`config.mk`:
```
export PLATFORM = sky130hd
export DESIGN_NAME = sol_cell
export DESIGN_NICKNAME = d
export VERILOG_FILES = /design/src/sol_pkg.sv /design/src/sol_cell.sv
export SDC_FILE = /design/constraint.sdc
export NUM_CORES = 1
export LEC_CHECK = 0
export ABC_AREA = 1
export BUFFER_PORTS_ARGS = -buffer_cell sky130_fd_sc_hd__buf_2
export CAP_MARGIN = 25
export CORE_AREA = 5 5 90 108
export CTS_CLUSTER_DIAMETER = 200
export DETAILED_ROUTE_END_ITERATION = 8
export DIE_AREA = 0 0 95 113
export MAX_ROUTING_LAYER = met4
export PLACE_DENSITY = 0.7
export SETUP_SLACK_MARGIN = 0.1
export SKIP_LAST_GASP = 1
export SLEW_MARGIN = 20
export SYNTH_ARGS = -nofsm -noshare
export SYNTH_HDL_FRONTEND = slang
export SYNTH_SLANG_ARGS = --single-unit
```
`constraint.sdc`:
```
create_clock -name clk_i -period 5.1 [get_ports clk_i]
set_input_delay 0.51 -clock clk_i [delete_from_list [all_inputs] [get_ports clk_i]]
set_output_delay 0.51 -clock clk_i [all_outputs]
set_load 0.1 [all_outputs]
```
`src/sol_pkg.sv`:
```
// ---------------------------------------------------------------------------
// sol_pkg: shared types for the sorted open list queue
// Opcodes, status codes and the per-cell command group.
// ---------------------------------------------------------------------------
package sol_pkg;

  localparam int unsigned OP_W     = 3;
  localparam int unsigned STATUS_W = 2;

  typedef enum logic [OP_W-1:0] {
    OP_SORTED_INSERT = 3'd0,
    OP_PUSH_FRONT    = 3'd1,
    OP_POP_HEAD      = 3'd2,
    OP_FIND          = 3'd3,
    OP_CLEAR         = 3'd4
  } opcode_e;

  typedef enum logic [STATUS_W-1:0] {
    ST_OK         = 2'd0,
    ST_FULL_DROP  = 2'd1,
    ST_POP_EMPTY  = 2'd2
  } status_e;

  // Command broadcast to every cell, already gated by the full/empty checks.
  typedef struct packed {
    logic sorted_ins;
    logic push_front;
    logic pop;
    logic clear;
  } cmd_t;

endpackage

```
`src/sol_cell.sv`:
```
// ---------------------------------------------------------------------------
// sol_cell: one slot of the ordered list
// Holds one node and moves it toward the head or the tail with its neighbors.
// ---------------------------------------------------------------------------
module sol_cell #(
  parameter int unsigned COORD_BITS = 10,
  parameter int unsigned COST_BITS  = 16
) (
  input  logic                  clk_i,
  input  logic                  rst_ni,
  input  logic                  en_i,
  input  sol_pkg::cmd_t         cmd_i,
  input  logic                  head_i,
  input  logic [COORD_BITS-1:0] new_x_i,
  input  logic [COORD_BITS-1:0] new_y_i,
  input  logic [COST_BITS-1:0]  new_cost_i,
  input  logic [COORD_BITS-1:0] prev_x_i,
  input  logic [COORD_BITS-1:0] prev_y_i,
  input  logic [COST_BITS-1:0]  prev_cost_i,
  input  logic                  prev_valid_i,
  input  logic                  prev_keep_i,
  input  logic [COORD_BITS-1:0] next_x_i,
  input  logic [COORD_BITS-1:0] next_y_i,
  input  logic [COST_BITS-1:0]  next_cost_i,
  input  logic                  next_valid_i,
  output logic [COORD_BITS-1:0] x_o,
  output logic [COORD_BITS-1:0] y_o,
  output logic [COST_BITS-1:0]  cost_o,
  output logic                  valid_o,
  output logic                  keep_o,
  output logic                  match_o
);
  import sol_pkg::*;

  logic [COORD_BITS-1:0] x_q, x_d, y_q, y_d;
  logic [COST_BITS-1:0]  cost_q, cost_d;
  logic                  valid_q, valid_d;
  logic                  keep;

  // Entry stays put on a sorted insert when it and every entry ahead of it
  // cost no more than the new one (push-front can leave the row unsorted).
  assign keep = prev_keep_i && valid_q && (cost_q <= new_cost_i);

  always_comb begin
    x_d     = x_q;
    y_d     = y_q;
    cost_d  = cost_q;
    valid_d = valid_q;
    if (cmd_i.clear) begin
      valid_d = 1'b0;
    end else if (cmd_i.pop) begin
      x_d     = next_x_i;
      y_d     = next_y_i;
      cost_d  = next_cost_i;
      valid_d = next_valid_i;
    end else if ((cmd_i.sorted_ins && !keep && prev_keep_i) ||
                 (cmd_i.push_front && head_i)) begin
      x_d     = new_x_i;
      y_d     = new_y_i;
      cost_d  = new_cost_i;
      valid_d = 1'b1;
    end else if ((cmd_i.sorted_ins && !keep) || cmd_i.push_front) begin
      x_d     = prev_x_i;
      y_d     = prev_y_i;
      cost_d  = prev_cost_i;
      valid_d = prev_valid_i;
    end
  end

  always_ff @(posedge clk_i or negedge rst_ni) begin
    if (!rst_ni) begin
      valid_q <= 1'b0;
    end else if (en_i) begin
      valid_q <= valid_d;
    end
  end

  always_ff @(posedge clk_i) begin
    if (en_i) begin
      x_q    <= x_d;
      y_q    <= y_d;
      cost_q <= cost_d;
    end
  end

  assign x_o     = x_q;
  assign y_o     = y_q;
  assign cost_o  = cost_q;
  assign valid_o = valid_q;
  assign keep_o  = keep;
  assign match_o = valid_q && (x_q == new_x_i) && (y_q == new_y_i);

endmodule

```
==> results of run 1 <==
[final cells by class]
type,count,share of cell area
Clock buffer,6,0.01902
Clock inverter,1,0.0009836
Inverter,46,0.04525
Multi-Input combinational cell,282,0.3941
Sequential cell,37,0.2898
Tap cell,117,0.03836
Timing Repair Buffer,160,0.2125
[report_power, final]
group / leakage (nW) / total [mW] / switching, mW / internal [mW]
Sequential: 0.351 / 0.368 / 0.0112 / 0.357
Combinational: 1.64 / 0.320 / 0.226 / 0.0944
Clock: 0.0387 / 0.197 / 0.105 / 0.0924
[repair_timing]
| item | CTS | global route |
|---|---|---|
| hold endpoints to repair | 1 | 0 |
| hold buffers | 1 | 0 |
| resized for setup | 0 | 0 |
[logic make-up after synthesis]
kind of cell / Yosys count / share of synthesized area
flops: 37 / 0.3815
buf+inv: 64 / 0.09969
xor+xnor: 5 / 0.01511
simple gates: 239 / 0.3867
fa+ha+maj: 16 / 0.06905
compound gates: 22 / 0.04791
[critical path, cell delays in order (launching register included)]
cell	delay, ns
edfxtp_1	0.41
ha_1	0.33
nand4_1	0.14
nor3_2	0.17
nand2_1	0.08
nand2_1	0.05
nand2_1	0.06
nand2_2	0.08
nand3_2	0.65
nand2_2	0.90
nand2_1	0.12
nand3_1	0.10
nand2_1	0.07
[state kept, by name (all words and copies together), names as in the netlist]
name / flops
cost_o: 16
valid_o: 1
x_o: 10
y_o: 10
[path summary, 6_finish.rpt]
check	start	endpoint	slack (ns)	depth (start not counted)
worst max-delay path	cost_o[11]	x_o[6]	1.68	12
worst min-delay path	next_x_i[0]	x_o[0]	0.49	3
worst max register to register	cost_o[11]	x_o[6]	1.68	12
worst min register to register	valid_o	valid_o	0.63	2
max in group asynchronous	rst_ni	valid_o	4.49	2
min in group asynchronous	rst_ni	valid_o	0.53	2
[through the flow]
step	total power [mW]	utilization	setup WS [ns]	hold WS, ns
detailed placement	0.6961	0.4379	1.384	0.2904
global route	0.9354	0.4480	1.318	0.4879
global placement	0.6927	0.4379	1.419	0.2886
finish	0.8854	0.4480	1.678	0.4912
floorplan	0.6062	-	1.790	0.2144
CTS	0.8961	0.4480	1.613	0.4783
[cell usage after synthesis, types with 4 or more instances]
library cell,instances
buf_6,5
a21oi_1,6
nor2_1,9
clkbuf_1,8
edfxtp_1,36
o22ai_1,4
ha_1,16
nand2_1,141
nand3b_1,37
a221oi_1,4
o21ai_0,5
inv_1,45
nand3_1,42
[metal layers]
layer | vias to the layer above | track usage | routed length [µm]
met1 | 1409 | 0.2058 | 3896
li1 | 1561 | - | -
met5 | - | - | 0
met3 | 4 | 0.03191 | 666
met2 | 118 | 0.3307 | 5121
met4 | 0 | 0.02599 | 33
==> flow_summary_export.csv, run 1 <==
group,metric,value,unit
synth,synthArstFlopShare,0.02703,
synth,synth.area.top_cells,"edfxtp_1, nand2_1, nand3b_1, nand3_1, ha_1",
timing,fin_tns_setup,0,ns
final_layout,seq_area,0.001106,mm²
floorplanning,core_area,0.008518,mm²
floorplanning,initial_core_util,0.3403,
final_layout,fill_cells,911,
floorplanning,die-width,95,µm
timing,rsz0062_at_grt,"no",
final_layout,multi_input_area,0.001504,mm²
clock_network,clkSlewWorstSetupHoldPaths,0.08,ns
route,dr.pass1.iters,5,
synth,yosysSeqAreaShare,0.3815,
flow_run,cap_violations,0,
place,placement.cell_area,0.003730,mm²
status,status,"finished, final reports clean",
final_layout,final_cell_mix,"buf_2, nand2_1, inv_1, nand3_1, nand3b_1",
clock_network,htreeDepth,2,
final_layout,antenna_cells,0,
clock_network,insertion_delay,0.28,ns
clock_network,cts_made_buffers,5,
route,post_drt_wl_per_cell,14.97,µm
global_route,track_usage,0.1800,
route,via_count,3092,
timing,final_hold_viol_count,0,
power,ir_drop,0.1228,mV
floorplanning,die_h,113,µm
synth,syn_avg_cell_area,7.569,µm²
critical_path,start_kind,"flip-flop",
timing,period_needed,3.422,ns
critical_path,path_class,"reg -> reg",
place,dp_cells,641,
route,wl,9717,µm
critical_path,path_max_fanout,38,
final_layout,fin_area,0.003816,mm²
route,drtIter0Drc,136,
global_route,grt_pass1_wl,14750,µm
final_layout,final_common_cell,"buf_2",
route,drcViolationCount,0,
critical_path,worstSetupEndpointType,"flip-flop",
synth,ys_types,29,
final_layout,nets,667,
place,port_buffers,157,
synth,post-synth-top-area-fraction,0.3729,
synth,syn_inst,383,
power,power_per_cell_area,232.0,mW/mm²
place,globalplace.congestion,0.8068,
timing,slew_violations,0,
floorplanning,pin_count,158,
timing,worst_slew_pin_slew,0.8530,ns
synth,synth_edf_count,36,
final_layout,layout-drive-gt1-share,0.3214,
clock_network,post_cts_buffers,0,
floorplanning,design.die.area,0.01074,mm²
critical_path,critical_path_required,5.14,ns
final_layout,instances_no_fill,649,
global_route,antenna_found_initial,0,
route,viasPerCell,4.764,
final_layout,syn_to_final_growth,31.64,%
synth,synth_largest_area_cell,"edfxtp_1",
route,drtAntennaViolNets,0,
synth,synth_area,0.002899,mm²
synth,synth_fp_nets,518,
power,leakagePower,2.033,nW
global_route,grt_pass1_vias,3066,
timing,fmaxAchievable,0.2922,GHz
synth,ys_ff_latch,37,
global_route,grt_max_degree,40,
critical_path,cp_data_arrival_time,3.46,ns
timing,slew_headroom,0.4306,
synth,yosys_most_used_dff,"edfxtp_1",
clock_network,cts_buffer_depth,2,
clock_network,cts_sinks,37,
floorplanning,fp-row-count,37,
place,hpwlAfterDp,7398,µm
timing,fin_skew,0.006008,ns
synth,yosysWarnings,0,
hold_path,hold_class,"in -> reg",
global_route,grt_overflow,0,
timing,timing.final.crit_share,0.6710,
clock_network,tritoncts,"built",
clock_network,cts_root_buffer,"clkbuf_8",
timing,setup_violations,0,
No activity file was read; power rests on OpenSTA's default activity.
==> run 2, diff against run 1 <==
PLACE_DENSITY = 0.72   (was 0.7)
clock period = 2.75 ns   (was 5.1 ns; I/O delays follow)
==> flow_summary_export.csv, run 2 (synthesis results as in run 1) <==
group,metric,value,unit
floorplanning,die_h,113,µm
clock_network,htreeDepth,2,
floorplanning,initial_core_util,0.3403,
clock_network,cts_made_buffers,5,
timing,timing.final.crit_share,0.8826,
timing,period_needed,2.427,ns
route,drcViolationCount,0,
power,leakagePower,2.067,nW
critical_path,worstSetupEndpointType,"primary output",
timing,final_hold_viol_count,0,
place,port_buffers,157,
timing,setup_violations,0,
critical_path,cp_data_arrival_time,2.15,ns
critical_path,start_kind,"flip-flop",
power,power,1.764,mW
route,drtAntennaViolNets,0,
timing,slew_headroom,0.5223,
clock_network,post_cts_buffers,0,
timing,rsz0062_at_grt,"no",
route,viasPerCell,4.740,
clock_network,insertion_delay,0.30,ns
final_layout,nets,671,
route,drtIter0Drc,157,
global_route,track_usage,0.1842,
clock_network,cts_buffer_depth,2,
place,hpwlAfterDp,7536,µm
global_route,antenna_found_initial,0,
final_layout,antenna_cells,0,
power,ir_drop,0.2350,mV
floorplanning,die-width,95,µm
route,wl_met3,701,µm
timing,fmaxAchievable,0.4120,GHz
final_layout,syn_to_final_growth,34.48,%
power,power_per_cell_area,452.3,mW/mm²
final_layout,final_cell_mix,"buf_2, nand2_1, inv_1, nand3_1, nand3b_1",
route,wl_met2,5011,µm
final_layout,largest_reg_flops,16,
clock_network,cts_resized,0,
timing,worst_slew_pin_slew,0.7155,ns
route,post_drt_wl_per_cell,14.94,µm
floorplanning,design.die.area,0.01074,mm²
floorplanning,pin_count,158,
hold_path,hold_class,"in -> reg",
clock_network,clkSlewWorstSetupHoldPaths,0.08,ns
route,drt-met1-wl,4010,µm
status,status,"finished, final reports clean",
route,via_count,3100,
route,wl,9773,µm
final_layout,layout-drive-gt1-share,0.3333,
flow_run,cap_violations,0,
route,dr.pass1.iters,4,
critical_path,critical_path_required,2.48,ns
global_route,grt_pass1_wl,15120,µm
global_route,grt_overflow,0,
timing,slew_violations,0,
clock_network,cts_sinks,37,
critical_path,path_max_fanout,3,
critical_path,path_class,"reg -> out",
place,dp_cells,645,
final_layout,final_common_cell,"buf_2",
floorplanning,core_area,0.008518,mm²
clock_network,cts_root_buffer,"clkbuf_8",
timing,fin_skew,0.007740,ns
final_layout,fill_cells,915,
global_route,grt_pass1_vias,3170,
place,globalplace.congestion,0.8214,
final_layout,instances_no_fill,654,
route,highest_layer,"met4",
global_route,grt_max_degree,39,
clock_network,tritoncts,"built",
floorplanning,fp-row-count,37,
run 2: path summary, 6_finish.rpt:
check	from	endpoint	slack, ns	cells past startpoint
setup / recovery	cost_o[7]	keep_o	0.32	10
hold / removal	next_x_i[8]	x_o[8]	0.24	3
setup reg to reg	cost_o[7]	y_o[1]	0.34	13
hold reg to reg	valid_o	valid_o	0.62	2
max in group asynchronous	rst_ni	valid_o	2.36	2
min in group asynchronous	rst_ni	valid_o	0.30	2
run 2: area by class of cell:
type / count / area, µm² / share of cell area
multi-input cells: 282 / 1506 / 0.3864
flip-flops and latches: 37 / 1106 / 0.2837
repair buffers: 164 / 853.3 / 0.2189
inverters: 46 / 176.4 / 0.04525
well taps: 117 / 146.4 / 0.03755
clock buffers: 5 / 68.82 / 0.01765
clock inverters: 3 / 41.29 / 0.01059
run 2: per-layer routing:
metal,track usage,up-vias
li1,-,1573
met1,0.2107,1397
met2,0.3293,126
met3,0.03723,4
met4,0.03850,0
met5,-,-
run 2: repair_timing:
action	in CTS	in global routing
endpoints found under the setup margin	0	0
hold buffers	1	0
hold endpoints to repair	1	0
run 2: worst max-delay path: stages, from the launching register on:
cell and delay (ns):
edfxtp_1 0.40, ha_1 0.33, a21o_1 0.19, nor2_1 0.15, nand2_1 0.07, nand2_1 0.05, nand2_1 0.04, nand2_1 0.07
nand2_2 0.07, inv_1 0.06, buf_2 0.42
run 2: power by group:
part / leakage, nW / total, mW / internal [mW] / switching, mW
Combinational: 1.66 / 0.603 / 0.181 / 0.422
Sequential: 0.351 / 0.682 / 0.661 / 0.0206
Clock: 0.0518 / 0.478 / 0.267 / 0.211
Total: 2.07 / 1.76 / 1.11 / 0.654
run 2: metrics by stage:
| step | setup WS (ns) | hold WS [ns] | utilization | setup TNS [ns] | instance area (µm²) |
|---|---|---|---|---|---|
| finish | 0.3228 | 0.2437 | 0.4577 | 0 | 3899 |
| global route | 0.1392 | 0.2375 | 0.4577 | 0 | 3899 |
| CTS | 0.2765 | 0.2266 | 0.4577 | 0 | 3899 |
| detailed placement | 0.3370 | 0.05031 | 0.4436 | 0 | 3779 |
| global placement | 0.3957 | 0.05137 | 0.4436 | 0 | 3779 |
| floorplan | -0.2078 | -0.02059 | - | -7.481 | 2905 |
==> run 3, diff against run 2 <==
ABC_AREA = default   (was 1)
CORE_AREA = 5 5 89 107   (was 5 5 90 108)
CTS_CLUSTER_DIAMETER = default   (was 200)
DIE_AREA = 0 0 94 112   (was 0 0 95 113)
PLACE_DENSITY = 0.73   (was 0.72)
==> flow_summary_export.csv, run 3 <==
group,metric,value,unit
status,status,"finished, violations left",
status,violations,"setup timing",
place,globalplace.congestion,0.8012,
critical_path,path_class,"reg -> out",
route,post_drt_wl_per_cell,16.93,µm
place,dp_slack,0.07702,ns
synth,ys_types,39,
final_layout,final_cell_mix,"buf_2, nor2_1, nand3_1, a31oi_1, edfxtp_1",
timing,rsz0062_at_grt,"yes",
critical_path,worstSetupEndpointType,"primary output",
final_layout,nets,609,
place,port_buffers,157,
synth,post-synth-top-area-fraction,0.3801,
route,wl,10080,µm
timing,period_needed,2.770,ns
final_layout,fin_area,0.004195,mm²
synth,synth_compound_area_frac,0.2354,
synth,yosysSeqAreaShare,0.3889,
timing,fin_skew,0.005795,ns
floorplanning,die_h,112,µm
power,ir_drop,0.1923,mV
route,via_count,3188,
clock_network,htreeDepth,2,
power,pwr-share-seq,0.342,
place,placement.cell_area,0.003904,mm²
critical_path,path_max_fanout,2,
synth,synthArstFlopShare,0.02703,
synth,yosys-top-cells-count,"nor2_1, a31oi_1, edfxtp_1, nand3_1, o211ai_1",
critical_path,start_kind,"flip-flop",
place,hpwlAfterDp,7554,µm
timing,setup_ws,-0.02004,ns
critical_path,r2r-start,"cost_o[9]",
timing,final_hold_viol_count,0,
synth,yosysMostFrequentCell,"nor2_1",
power,power,2.079,mW
hold_path,hold_class,"in -> async",
timing,timing.final.crit_share,1.007,
global_route,grt_overflow,0,
place,dp_cells,576,
final_layout,syn_to_final_growth,47.51,%
floorplanning,fp-row-count,37,
global_route,track_usage,0.1871,
timing,slew_headroom,0.5759,
synth,synth_top_family_by_area,"compound AO/OA/AOI/OAI gates",
critical_path,r2r_end,"cost_o[12]",
route,drcViolationCount,0,
flow_run,cap_violations,0,
power,p_sw_frac,0.4087,
clock_network,tritoncts,"built",
synth,synth.area.top_cells,"edfxtp_1, o211ai_1, a31oi_1, ha_1, nand3_1",
route,dr.pass1.iters,4,
critical_path,cp_data_arrival_time,2.50,ns
timing,slew_violations,0,
synth,yosys_most_used_dff,"edfxtp_1",
synth,syn_avg_cell_area,9.057,µm²
timing,fmaxAchievable,0.3610,GHz
power,p_int,1.229,mW
timing,worst_slew_pin_slew,0.6352,ns
global_route,grt_pass1_vias,3191,
final_layout,largest_reg_flops,16,
synth,synthMuxAreaShare,0,
synth,synth_area,0.002844,mm²
global_route,grt_max_degree,40,
critical_path,ff2ff_setup_slack,0.06,ns
power,p_switching,849.5,µW
global_route,antenna_found_initial,3,
floorplanning,design.die.area,0.01053,mm²
route,viasPerCell,5.358,
floorplanning,pin_count,158,
power,pwr-share-clk,0.225,
power,power_per_cell_area,495.5,mW/mm²
critical_path,r2r_cells,9,
synth,syn_inst,314,
power,leakagePower,1.800,nW
route,drtAntennaViolNets,0,
clock_network,cts_sinks,37,
final_layout,layout-drive-gt1-share,0.4253,
final_layout,final_common_cell,"buf_2",
power,combPwrFrac,0.433,
clock_network,cts_buffer_depth,2,
critical_path,critical_path_required,2.48,ns
synth,yosys.area_share.simple,0.1755,
final_layout,finish.utilization,0.4979,
floorplanning,core_area,0.008426,mm²
clock_network,clkSlewWorstSetupHoldPaths,0.08,ns
synth,yosysWarnings,0,
clock_network,insertion_delay,0.29,ns
clock_network,cts_made_buffers,5,
synth,synth_largest_area_cell,"edfxtp_1",
floorplanning,initial_core_util,0.3375,
synth,synth_xor_area_frac,0.05851,
timing,setup_violations,1,
global_route,grt_pass1_wl,15290,µm
route,drtIter0Drc,153,
synth,synth_fp_nets,449,
floorplanning,die-width,94,µm
synth,synthAdderAreaFrac,0.07039,
final_layout,instances_no_fill,595,
synth,synth_edf_count,36,
synth,ys_ff_latch,37,
clock_network,cts_root_buffer,"clkbuf_8",
## run 3: cell count changes in the layout (fill, tap and decap cells not counted), sizes merged, moves of 4 or more
cell    previous run  this run
clkbuf             5        10
nand3b            37         0
a31oi              0        36
o211ai             0        35
nand3             43        36
nor2              10        38
inv               45        18
xor2               2        18
buf              163       172
nand2            143         8
nor2b              0         5
a221oi             4         0
## run 3: cells by family after synthesis
logic type	Yosys count
XOR/XNOR	19
AO/OA/AOI/OAI	96
buffers and inverters	43
AND/OR/NAND/NOR	103
flip-flops	37
adder cells (fa/ha/maj)	16
## run 3: power by group through the flow
stage | combinational [mW] | sequential, mW | clock [mW]
4_1_cts | 0.866 | 0.711 | 0.477
2_1_floorplan | 0.315 | 1.01 | 0
5_1_grt | 0.960 | 0.717 | 0.505
6_report | 0.900 | 0.711 | 0.467
3_5_place_dp | 0.859 | 0.723 | 0
3_3_place_gp | 0.845 | 0.722 | 0
## run 3: how the worst max path moves through the flow
stage / start / to / cells past startpoint
after floorplan: cost_o[10] / cost_o[0] / 8
after global placement: new_cost_i[10] / y_o[4] / 10
after detailed placement: new_cost_i[9] / cost_o[5] / 9
after CTS: cost_o[11] / keep_o / 8
after global routing: cost_o[9] / keep_o / 8
final: cost_o[9] / keep_o / 8
## run 3: cell type report
type / count / area (µm²)
Multi-Input combinational cell: 235 / 1659
Clock buffer: 6 / 72.57
Inverter: 18 / 67.56
Sequential cell: 37 / 1106
Fill cell: 805 / 4230
Clock inverter: 2 / 33.78
Tap cell: 117 / 146.4
Timing Repair Buffer: 177 / 1102
Antenna cell: 3 / 7.507
## run 3: layer usage
| metal | routed length (µm) | share of wire | vias up | global-route usage |
|---|---|---|---|---|
| li1 | - | - | 1527 | - |
| met1 | 4037 | 0.40 | 1490 | 0.2196 |
| met2 | 5081 | 0.50 | 158 | 0.3183 |
| met3 | 818 | 0.081 | 13 | 0.03986 |
| met4 | 139 | 0.014 | 0 | 0.05588 |
| met5 | 0 | 0 | - | - |
## run 3: what timing repair did
| item | CTS | global route |
|---|---|---|
| gates resized for setup | 1 | 3 |
| hold endpoints to repair | 1 | 0 |
| setup endpoints to repair | 2 | 71 |
| cloned | 1 | 5 |
| hold buffers | 1 | 0 |
| pin swaps | 1 | 1 |
| setup buffers | 0 | 1 |
## run 3: metrics by stage
step / hold WS (ns) / TNS (ns)
after detailed placement: 0.05148 / 0
after global placement: 0.05356 / 0
after global routing: 0.2755 / -0.5931
final: 0.2893 / -0.02004
after CTS: 0.2770 / -0.02591
after floorplan: -0.02059 / -33.59
## run 3: worst max-delay path: stages, from the launching register on
cell	delay, ns
edfxtp_1	0.44
ha_4	0.30
nand4_1	0.16
nor4_2	0.32
a21bo_2	0.26
and4b_4	0.19
o211a_4	0.24
buf_4	0.14
buf_12	0.15
